$ cat config.mk
export PLATFORM = sky130hd
export DESIGN_NAME = csp_front
export DESIGN_NICKNAME = d
export VERILOG_FILES = /design/src/design/csp_pkg.sv /design/src/design/csp_front.sv
export SDC_FILE = /design/constraint.sdc
export NUM_CORES = 1
export LEC_CHECK = 0
export BUFFER_PORTS_ARGS = -buffer_cell sky130_fd_sc_hd__buf_2
export CAP_MARGIN = 20
export CORE_ASPECT_RATIO = 0.5
export CORE_MARGIN = 2
export CORE_UTILIZATION = 48
export DETAILED_ROUTE_END_ITERATION = 8
export GPL_ROUTABILITY_DRIVEN = 0
export MAX_ROUTING_LAYER = met4
export PLACE_DENSITY = 0.76
export SYNTH_ARGS = -nofsm -noshare
export SYNTH_HDL_FRONTEND = slang
export SYNTH_SLANG_ARGS = --single-unit
export TNS_END_PERCENT = 10
$ cat constraint.sdc
create_clock -name clk -period 15 [get_ports clk]
set_input_delay 0 -clock clk [delete_from_list [all_inputs] [get_ports clk]]
set_output_delay 0 -clock clk [all_outputs]
set_load 0.005 [all_outputs]
$ cat src/design/csp_pkg.sv
// Shared types and constants for the carrier smoothed pseudorange block.
// Used by every module of the block except csp_div; depends on nothing.
package csp_pkg;

  localparam int CSP_COUNT_WIDTH = 16;
  localparam int CSP_CFG_INDEX_WIDTH = 3;

  localparam logic [2:0] CFG_IONOFREE_MODE     = 3'd0;
  localparam logic [2:0] CFG_COEF_FIRST        = 3'd1;
  localparam logic [2:0] CFG_COEF_SECOND       = 3'd2;
  localparam logic [2:0] CFG_WAVELENGTH_FIRST  = 3'd3;
  localparam logic [2:0] CFG_WAVELENGTH_SECOND = 3'd4;

  localparam logic [31:0] RST_COEF_FIRST        = 32'd683363588;
  localparam logic [31:0] RST_COEF_SECOND       = 32'd414928132;
  localparam logic [31:0] RST_WAVELENGTH_FIRST  = 32'd51081569;
  localparam logic [31:0] RST_WAVELENGTH_SECOND = 32'd65554679;

  localparam logic [1:0] QC_NO_ARC        = 2'd0;
  localparam logic [1:0] QC_STARTED       = 2'd1;
  localparam logic [1:0] QC_STARTED_EQUAL = 2'd2;
  localparam logic [1:0] QC_SKIPPED       = 2'd3;

  typedef struct packed {
    logic               start_arc;
    logic signed [47:0] code_first;
    logic signed [47:0] code_second;
    logic signed [47:0] phase_first;
    logic signed [47:0] phase_second;
    logic [31:0]        var_code_first;
    logic [31:0]        var_code_second;
    logic [31:0]        var_phase_first;
    logic [31:0]        var_phase_second;
  } csp_in_t;

  typedef struct packed {
    logic signed [47:0] smoothed_first;
    logic signed [47:0] smoothed_second;
    logic [31:0]        var_smoothed_first;
    logic [31:0]        var_smoothed_second;
    logic [1:0]         quality_code;
    logic [15:0]        arc_length;
  } csp_out_t;

  typedef struct packed {
    csp_in_t word;
    logic    codes_equal;
  } csp_entry_t;

  typedef struct packed {
    logic        ionofree_mode;
    logic [31:0] coef_first;
    logic [31:0] coef_second;
    logic [31:0] wavelength_first;
    logic [31:0] wavelength_second;
  } csp_cfg_t;

  typedef enum logic [1:0] {SH_RND28, SH_RND30, SH_NONE} csp_shift_t;

  typedef struct packed {
    logic [47:0] mag;
    logic        neg;
    logic [31:0] fac;
    csp_shift_t  shift;
  } csp_mul_req_t;

endpackage

$ cat src/design/csp_front.sv
// Input side: accepts words, flags equal codes, holds them in a two-entry queue.
// Depends on csp_pkg.
module csp_front (
  input  logic                clk,
  input  logic                rst_n,
  input  logic                in_valid,
  output logic                in_ready,
  input  csp_pkg::csp_in_t    in_word,
  output logic                q_valid,
  input  logic                q_pop,
  output csp_pkg::csp_entry_t q_entry
);

  csp_pkg::csp_entry_t mem_r [2];
  logic       wr_ptr_r;
  logic       rd_ptr_r;
  logic [1:0] count_r;
  logic       push;
  logic       pop;

  assign in_ready = (count_r != 2'd2);
  assign q_valid  = (count_r != 2'd0);
  assign q_entry  = mem_r[rd_ptr_r];
  assign push     = in_valid && in_ready;
  assign pop      = q_pop && q_valid;

  always_ff @(posedge clk) begin
    if (push) begin
      mem_r[wr_ptr_r].word        <= in_word;
      mem_r[wr_ptr_r].codes_equal <= (in_word.code_first == in_word.code_second);
    end
    if (!rst_n) begin
      wr_ptr_r <= 1'b0;
      rd_ptr_r <= 1'b0;
      count_r  <= 2'd0;
    end else begin
      if (push) wr_ptr_r <= ~wr_ptr_r;
      if (pop) rd_ptr_r <= ~rd_ptr_r;
      count_r <= count_r + {1'b0, push} - {1'b0, pop};
    end
  end

endmodule

==> key figures, run 1 <==
Global routing
  • Initial antenna violation count: 5
  • Global route total overflow: 0
  • Number of global-route vias before repair: 15100
  • GRT Overall Usage: approximately a quarter
  • Global-route wire length before repair: 95.0 mm
  • Largest net degree at the start of global routing: 163

Floorplan
  • Io pins: 649
  • Die Ht: 166 µm
  • Num rows: 59
  • Die area: 54300 µm²
  • Core Region: 51800 µm²
  • Die width: 328 µm
  • Initial Utilization: 48.5%

Synthesis
  • Share of the synthesized area in the top cell type: between 70% and 80%
  • Top post-synthesis cells by area: edfxtp_1 77%, mux2_4 17%, mux2_2 1.9%, xor2_1 1.7%, buf_6 1.4%
  • Count leader, synth: edfxtp_1
  • Net count after synthesis: 1416
  • Netlist cell types: 21
  • Post-synth EDFFs: 644
  • Seq/Total Area, Yosys: 77.3%
  • Avg Inst Size Synth: 23.1 µm²
  • Synth cell count leaders: 644 x edfxtp_1, 280 x mux2_4, 48 x xor2_1
  • Ys flop type: edfxtp_1
  • Yosys warning total: 0
  • Cells after Synth: 1089
  • Synth async-reset ratio: 0%
  • Dominant cell type by area after synthesis: edfxtp_1
  • Post-Syn Area: 25100 µm²
  • Post-synthesis register bit count: 649

Route
  • WL per Instance: 23.7 µm
  • Total number of vias: 14500
  • # DRC: 0
  • First-pass iteration count of the detailed router: 5
  • Avg Vias per Cell: 5.10
  • Antenna viol nets, final: 0
  • Total Wirelength: 67.2 mm
  • Drt initial violations: 1215

Final layout
  • Utilization after layout: 65.6%
  • Layout Nets: 2420
  • Area delta synth->final: 35.3%
  • Filler Cells Inserted: 3446
  • Share of layout cells above drive strength 1: 50.3%
  • Storage cell area: between 15000 and 20000 µm²
  • Area of the multi-input gates: 5340 µm²

Clock tree
  • Clk_lat worst skew: 0.59 ns
  • Htree depth: 2
  • Postcts setup bufs: 0
  • TritonCTS Buffers: 55
  • Clock transition at path regs: roughly 0.080 ns
  • CTS tree: built
  • Clk sinks: 649
  • Clk buf depth: 3
  • Clk root buf: clkbuf_16
  • Post_cts resized: 0
  • # hold bufs at CTS: 324

Placed design
  • Final HPWL from detailed placement: 44.0 mm
  • Port Buffers: 648

Worst setup path
  • CP required: 15.00 ns
  • Critical path fanouts, max: slightly below 60
  • RR Startpoint: count_r[0]
  • Reg2Reg Depth: 4
  • Worst reg2reg endpoint: mem_r[1][46]
  • CP arrival: 4.75 ns
  • Critical path capture point type: primary output
  • Worst R2R Setup Slack: 11.47 ns
  • CP endpoint: q_entry[144]
  • CP startpoint kind: register
  • Path type of the worst setup path: reg2out

Hold path
  • Hold WC Path Type: in2reg

STA
  • RSZ-0062 raised after global routing: false
  • Final Skew: 0.0187 ns
  • Final Hold Fails: 0
  • Pins Over Slew Limit: 0
  • Fmax: approximately 0.21 GHz
  • Slew at the pin closest to its max-slew limit: 1.30 ns
  • Final setup vio count: 0
  • Normalized max-slew margin: a little over an eighth
  • Period minus WS final: 4.75 ns
  • Fin crit share: 31.7%
  • Setup TNS: 0 ns

Power and ir drop
  • Power per cell area: 153 nW/µm²
  • Leakage: approximately 0.013 µW
  • Worst vdd ir: 125 µV

Status
  • Status: finished, final reports clean

Run
  • Max_cap viols: 0
-- sequential cells by signal, summed over array words and instances (netlist names), named ones only --
name,count
wr_ptr_r,1
mem_r,644
rd_ptr_r,1
count_r,2
-- cells by family after synthesis --
family,share of synthesized area [%]
xor+xnor,1.81
fa+ha+maj,0.0995
buf+inv,1.51
flops,77.3
mux,18.6
simple gates,0.667
-- critical path: stages (launching register included) --
cell and delay (ns):
dfxtp_4 0.92, buf_4 0.90, buf_4 0.78, buf_4 0.88, mux2_4 0.36, buf_2 0.13
-- cell usage in the layout, fill, tap and decap left out, drive strengths merged, types with 2 or more instances in the layout --
master,n
inv,2
nand4,3
bufinv,4
buf,659
nor2b,2
edfxtp,644
clkinv,25
and2,4
xor2,48
mux2,322
ha,2
nor4,12
clkinvlp,5
diode,5
dlygate4sd3,324
xnor2,4
dfxtp,5
clkbuf,63
-- area by class of cell --
cell class,instances,share of cell area (%)
Clock buffer,63,4.26
Timing Repair Buffer,983,19.4
Tap cell,701,2.58
Sequential cell,649,57.2
Antenna cell,5,0.0368
Inverter,1,0.0110
Clock inverter,35,0.890
Multi-Input combinational cell,403,15.7
-- metrics by stage --
stage          worst slack, ns  power, µW  instances  area [µm²]  hold slack (ns)
2_1_floorplan           0.0764       3340       1089       25100           0.0989
3_3_place_gp             10.91       3690       2413       29000            0.187
3_5_place_dp             10.88       3710       2413       29000            0.191
4_1_cts                  10.23       5180       2835       34000           0.0981
5_1_grt                  10.05       5360       2840       34000           0.0973
6_report                 10.25       5190       2840       34000            0.127
-- layer usage --
metal	up-vias	part of all wire, %	track usage [%]
li1	6315	-	-
met1	7358	35	26.6
met2	577	54	43.5
met3	225	5.0	4.26
met4	0	5.8	12.5
met5	-	0	-
-- worst min path at each step --
stage / from / end / cells after the start
6_report: in_word[205] / mem_r[1][206] / 2
3_5_place_dp: in_word[10] / mem_r[0][11] / 1
2_1_floorplan: in_word[99] / mem_r[0][100] / 0
5_1_grt: in_word[205] / mem_r[1][206] / 2
4_1_cts: in_word[214] / mem_r[0][215] / 2
3_3_place_gp: in_word[169] / mem_r[0][170] / 1
-- power by group --
group | internal, µW | switching [µW] | leakage, µW
logic | 717 | 652 | 0.00639
clock network | 765 | 655 | 0.000863
registers | 2310 | 95.0 | 0.00606
total | 3790 | 1400 | 0.0133
Power figures use the tool's default switching activity.
==> run 2: changes to the inputs <==
Settings changed: CORE_UTILIZATION 48 to 53, PLACE_DENSITY 0.76 to 0.8.
Clock period 15 ns to 4.8 ns, I/O delays scaled along.
==> run 2 against run 1 <==
Net effect: critical path depth down 2; highest routed layer unchanged; flip-flop and latch count stayed put; combinational power increased to 3.1 times the previous value.
==> key figures, run 2 (synthesis results as in run 1) <==
Power and ir drop
  • Leakage: 0.0134 µW (was 0.0133 µW)
  • Worst vdd ir: 353 µV (was 125 µV)
  • Power per cell area: 478 nW/µm² (was 153 nW/µm²)

Route
  • First-pass iteration count of the detailed router: 5 (unchanged)
  • # DRC: 0 (unchanged)
  • Avg Vias per Cell: 5.21 (was 5.10)
  • WL per Instance: 24.0 µm (was 23.7 µm)
  • Drt initial violations: 1289 (was 1215)
  • Total number of vias: 14500 (about the same)
  • Total Wirelength: 67.0 mm (was 67.2 mm)
  • Antenna viol nets, final: 0 (unchanged)

Floorplan
  • Die Ht: 158 µm (was 166 µm)
  • Die width: 312 µm (was 328 µm)
  • Initial Utilization: 53.7% (was 48.5%)
  • Die area: 49300 µm² (was 54300 µm²)
  • Core Region: 46800 µm² (was 51800 µm²)
  • Num rows: 56 (was 59)
  • Io pins: 649 (unchanged)

Placed design
  • Final HPWL from detailed placement: 42.3 mm (was 44.0 mm)
  • Port Buffers: 648 (unchanged)
  • Dpl ws: 2.52 ns (was 10.88 ns)

STA
  • Period minus WS final: 2.78 ns
  • Slew at the pin closest to its max-slew limit: 1.04 ns (was 1.30 ns)
  • Normalized max-slew margin: 30.4% (was 13.5%)
  • Final Skew: 0.0149 ns (was 0.0187 ns)
  • Final Hold Fails: 0 (unchanged)
  • Fmax: 0.360 GHz
  • Setup TNS: 0 ns (unchanged)
  • Final setup vio count: 0 (unchanged)
  • Final WS setup: 2.02 ns (was 10.25 ns)
  • Pins Over Slew Limit: 0 (unchanged)
  • RSZ-0062 raised after global routing: false (unchanged)
  • Fin crit share: 57.8%

Clock tree
  • Clk_lat worst skew: 0.59 ns (about the same)
  • Clock transition at path regs: 0.07 ns (was 0.08 ns)
  • Clk sinks: 649 (unchanged)
  • Clk root buf: clkbuf_16 (unchanged)
  • TritonCTS Buffers: 55 (unchanged)
  • Clk buf depth: 3 (unchanged)
  • CTS tree: built (unchanged)
  • Htree depth: 2 (unchanged)
  • Post_cts resized: 0 (unchanged)

Worst setup path
  • CP startpoint kind: register (unchanged)
  • CP arrival: 2.78 ns (was 4.75 ns)
  • Critical path capture point type: primary output (unchanged)
  • Path type of the worst setup path: reg2out (unchanged)
  • CP required: 4.80 ns (was 15.00 ns)
  • Critical path fanouts, max: 70 (was 58)

Final layout
  • Commonest non-fill, non-tap cells in the layout: 648 x buf_2, 644 x edfxtp_1, 324 x dlygate4sd3_1, 280 x mux2_4, 57 x clkbuf_16 (unchanged)
  • Utilization after layout: 72.9% (was 65.6%)
  • Share of layout cells above drive strength 1: 50.0% (was 50.3%)
  • Area delta synth->final: 35.6% (was 35.3%)
  • Flip-flop count of the largest register after layout: 644 (unchanged)
  • Most common cell after layout, fill and taps aside: buf_2 (unchanged)
  • Largest Register: mem_r (unchanged)
  • Regs by FF count: mem_r x644, count_r x2 (unchanged)
  • Layout Nets: 2424 (was 2420)

Status
  • Status: finished, final reports clean (unchanged)

Run
  • Max_cap viols: 0 (unchanged)

Global routing
  • Number of global-route vias before repair: 15100 (about the same)
  • Global route total overflow: 0 (unchanged)
  • Initial antenna violation count: 7 (was 5)
  • Largest net degree at the start of global routing: 111 (was 163)
  • GRT Overall Usage: 26.6% (was 24.6%)
  • Global-route wire length before repair: 92.8 mm (was 95.0 mm)

Hold path
  • Hold WC Path Type: in2reg (unchanged)
## run 2: critical path, cell delays in order (launching register included)
cell and delay (ns):
dfxtp_4 1.05, buf_12 0.48, mux2_4 0.35, buf_2 0.14
## run 2: area by class of cell
| cell class | count | area [µm²] |
|---|---|---|
| flip-flops and latches | 649 | 19400 |
| fillers | 2829 | 12700 |
| repair buffers | 987 | 6710 |
| multi-input cells | 403 | 5350 |
| clock buffers | 63 | 1450 |
| well taps | 638 | 798 |
| clock inverters | 40 | 319 |
| diodes | 9 | 22.5 |
| inverters | 1 | 3.75 |
## run 2: repair_timing
item / in CTS / in global routing
hold endpoints to repair: 652 / 0
buffers inserted: 0 / 0
hold buffers: 324 / 0
## run 2: per-layer routing
metal	GRT usage (%)	vias to the layer above	part of all wire, %
met5	-	-	0
met1	28.5	7352	35
met3	5.10	237	4.9
met2	47.6	583	55
li1	-	6352	-
met4	13.8	0	5.9
## run 2: where the power goes
part           switching (µW)  total, µW  internal (µW)  leakage, µW
Sequential                297       7490           7190      0.00606
Clock                    2060       4500           2440     0.000881
Combinational            2040       4300           2270      0.00644
Total                    4400      16300          11900       0.0134
## run 2: per-stage QoR
step	hold slack, ns	std cells	cell area (µm²)	power [µW]
CTS	0.102	2781	34100	16200
floorplan	0.0989	1089	25200	10200
finish	0.135	2790	34100	16300
global route	0.110	2789	34100	16800
detailed placement	0.191	2354	29100	11600
global placement	0.187	2354	29100	11500
## run 2: path summary, 6_finish.rpt
check | cells after the start | startpoint | slack, ns | end
setup / recovery | 3 | register | 2.02 | q_entry[62]
hold / removal | 2 | in_word[212] | 0.13 | mem_r[0][213]
setup reg to reg | 3 | count_r[0] | 2.51 | mem_r[1][75]
hold reg to reg | 2 | rd_ptr_r | 0.54 | register
==> run 3: changes to the inputs <==
Settings changed: CORE_UTILIZATION 53 to 48, PLACE_DENSITY 0.8 to 0.76.
Clock period 4.8 ns to 2.5 ns, I/O delays scaled along.
==> run 3 against run 2 <==
Net effect: setup slack worse by 1.8 ns; worst hold slack worse by 0.011 ns; via count is 1.0% lower; combinational power is 100% higher; critical path type unchanged; largest cell class unchanged.
==> key figures, run 3 (synthesis results as in run 1) <==
Worst setup path
  • Bufs and invs on worst path: 3 (was 2)
  • Crit path top cell by count: buf_12
  • CP required: 2.50 ns (was 4.80 ns)
  • CP arrival: 2.25 ns (was 2.78 ns)
  • CP startpoint kind: register (unchanged)
  • Slowest stage delay, CP: 0.60 ns (was 1.05 ns)
  • Path type of the worst setup path: reg2out (unchanged)
  • Crit path max-delay cell type: dfxtp_4 (unchanged)
  • Critical path capture point type: primary output (unchanged)
  • Kind of cell adding the most delay to the critical path: buffers and inverters (was flip-flops)
  • Critical path fanouts, max: 24 (was 70)
  • Worst R2R Setup Slack: 0.71 ns (was 2.51 ns)
  • Worst path cell trace: buf_12 -> buf_12 -> mux2_2 -> buf_2 (was buf_12 -> mux2_4 -> buf_2)

Route
  • First-pass iteration count of the detailed router: 5 (unchanged)
  • WL per Instance: 23.0 µm (was 24.0 µm)
  • Antenna viol nets, final: 0 (unchanged)
  • # DRC: 0 (unchanged)
  • Avg Vias per Cell: 4.99 (was 5.21)
  • Total number of vias: 14400 (was 14500)
  • Total Wirelength: 66.2 mm (was 67.0 mm)
  • Drt initial violations: 1029 (was 1289)

Floorplan
  • Io pins: 649 (unchanged)
  • Die Ht: 166 µm (was 158 µm)
  • Die area: 54300 µm² (was 49300 µm²)
  • Core Region: 51800 µm² (was 46800 µm²)
  • Die width: 328 µm (was 312 µm)
  • Num rows: 59 (was 56)
  • Initial Utilization: 48.5% (was 53.7%)

Status
  • Status: finished, final reports clean (unchanged)

STA
  • Fin crit share: 89.9%
  • Fmax: 0.445 GHz
  • Worst Hold Margin: 0.124 ns (was 0.135 ns)
  • Final Skew: 0.0161 ns (was 0.0149 ns)
  • Period minus WS final: 2.25 ns
  • Slew at the pin closest to its max-slew limit: 0.571 ns (was 1.04 ns)
  • Final Hold Fails: 0 (unchanged)
  • Normalized max-slew margin: 61.6% (was 30.4%)
  • Pins Over Slew Limit: 0 (unchanged)
  • Final setup vio count: 0 (unchanged)
  • RSZ-0062 raised after global routing: false (unchanged)

Clock tree
  • Clock transition at path regs: 0.06 ns (was 0.07 ns)
  • Htree depth: 2 (unchanged)
  • Clk sinks: 649 (unchanged)
  • Clk buf depth: 3 (unchanged)
  • Clk_lat worst skew: 0.59 ns (about the same)
  • TritonCTS Buffers: 57 (was 55)
  • Clk root buf: clkbuf_16 (unchanged)
  • CTS tree: built (unchanged)

Power and ir drop
  • Power per cell area: 917 nW/µm² (was 478 nW/µm²)
  • Sw Share: 26.8% (was 27.0%)
  • Leakage: 0.0136 µW (was 0.0134 µW)
  • Switch Pwr: 8500 µW (was 4400 µW)
  • Power, Total: 31700 µW (was 16300 µW)
  • Int Pwr: 23200 µW (was 11900 µW)
  • Power share of the clock group: 27.5% (was 27.6%)
  • Worst vdd ir: 533 µV (was 353 µV)
  • Logic gate share of total power: 27.6% (was 26.4%)
  • Sequential power share: 44.9% (was 46.0%)

Final layout
  • Share of layout cells above drive strength 1: 50.5% (was 50.0%)
  • Layout Nets: 2457 (was 2424)
  • Flip-flop count of the largest register after layout: 644 (unchanged)
  • Area delta synth->final: 37.4% (was 35.6%)
  • Largest Register: mem_r (unchanged)
  • Most common cell after layout, fill and taps aside: buf_2 (unchanged)
  • Commonest non-fill, non-tap cells in the layout: 648 x buf_2, 644 x edfxtp_1, 325 x dlygate4sd3_1, 280 x mux2_4, 59 x clkbuf_16 (was 648 x buf_2, 644 x edfxtp_1, 324 x dlygate4sd3_1, 280 x mux2_4, 57 x clkbuf_16)
  • Final instance area: 34500 µm² (was 34100 µm²)
  • Final cell count without fillers: 2880 (was 2790)
  • Regs by FF count: mem_r x644, count_r x2 (unchanged)

Placed design
  • Final HPWL from detailed placement: 44.4 mm (was 42.3 mm)
  • Placed cells: 2447 (was 2354)
  • Placed Area: 29500 µm² (was 29100 µm²)
  • Port Buffers: 648 (unchanged)

Global routing
  • Number of global-route vias before repair: 15600 (was 15100)
  • Initial antenna violation count: 8 (was 7)
  • Global route total overflow: 0 (unchanged)
  • GRT Overall Usage: 24.6% (was 26.6%)
  • Global-route wire length before repair: 95.8 mm (was 92.8 mm)
  • Largest net degree at the start of global routing: 61 (was 111)

Hold path
  • Hold WC Path Type: in2reg (unchanged)

Run
  • Max_cap viols: 0 (unchanged)
==> run 3: changes by cell type in the layout (fill, tap and decap cells not counted), sizes merged <==
cell,delta
clkinvlp,+1
buf,+30
dlygate4sd3,+1
clkinv,-17
inv,+1
clkbuf,+11
==> run 3: final timing paths <==
| path | from | endpoint | cells past startpoint |
|---|---|---|---|
| hold reg to reg | rd_ptr_r | rd_ptr_r | 2 |
| setup / recovery | register | q_entry[321] | 4 |
| hold / removal | in_word[92] | mem_r[1][93] | 2 |
| setup reg to reg | count_r[1] | count_r[1] | 8 |
==> run 3: layout make-up <==
cell class / instances / area [µm²]
Antenna cell: 9 / 22.5
Clock buffer: 74 / 1530
Clock inverter: 25 / 251
Fill cell: 3403 / 17300
Inverter: 1 / 3.75
Multi-Input combinational cell: 403 / 5350
Sequential cell: 649 / 19400
Tap cell: 701 / 877
Timing Repair Buffer: 1018 / 7060
==> run 3: what timing repair did <==
item,in CTS,in global routing
endpoints found under the hold margin,657,0
hold buffers,325,0
buffers inserted,0,0
resized for setup,0,0
==> run 3: power by group through the flow <==
stage / sequential [µW] / clock, µW / combinational, µW
CTS: 14200 / 8780 / 8720
global route: 14300 / 9300 / 9150
detailed placement: 14500 / 0 / 8240
global placement: 14300 / 0 / 8180
finish: 14200 / 8700 / 8760
floorplan: 14600 / 0 / 4940
==> run 3: per-layer routing <==
layer	share of wire, %	up-vias	track usage (%)
li1	-	6408	-
met1	35	7312	25.4
met2	55	459	44.6
met3	4.9	198	5.65
met4	5.2	0	11.4
met5	0	-	-
==> run 3: worst register-to-register path: cells and delay by family (launching register included) <==
kind | cells | cell delay [ns]
simple gates | 3 | 0.58
flops | 1 | 0.35
fa+ha+maj | 2 | 0.45
buf+inv | 1 | 0.04
xor+xnor | 2 | 0.26
==> run 3: stage by stage <==
step | setup TNS, ns | setup slack [ns] | utilization (%)
global placement | 0 | 0.723 | 56.9
global route | 0 | 0.152 | 66.7
finish | 0 | 0.252 | 66.7
CTS | 0 | 0.183 | 66.6
floorplan | -1773.10 | -3.19 | -
detailed placement | 0 | 0.720 | 56.9
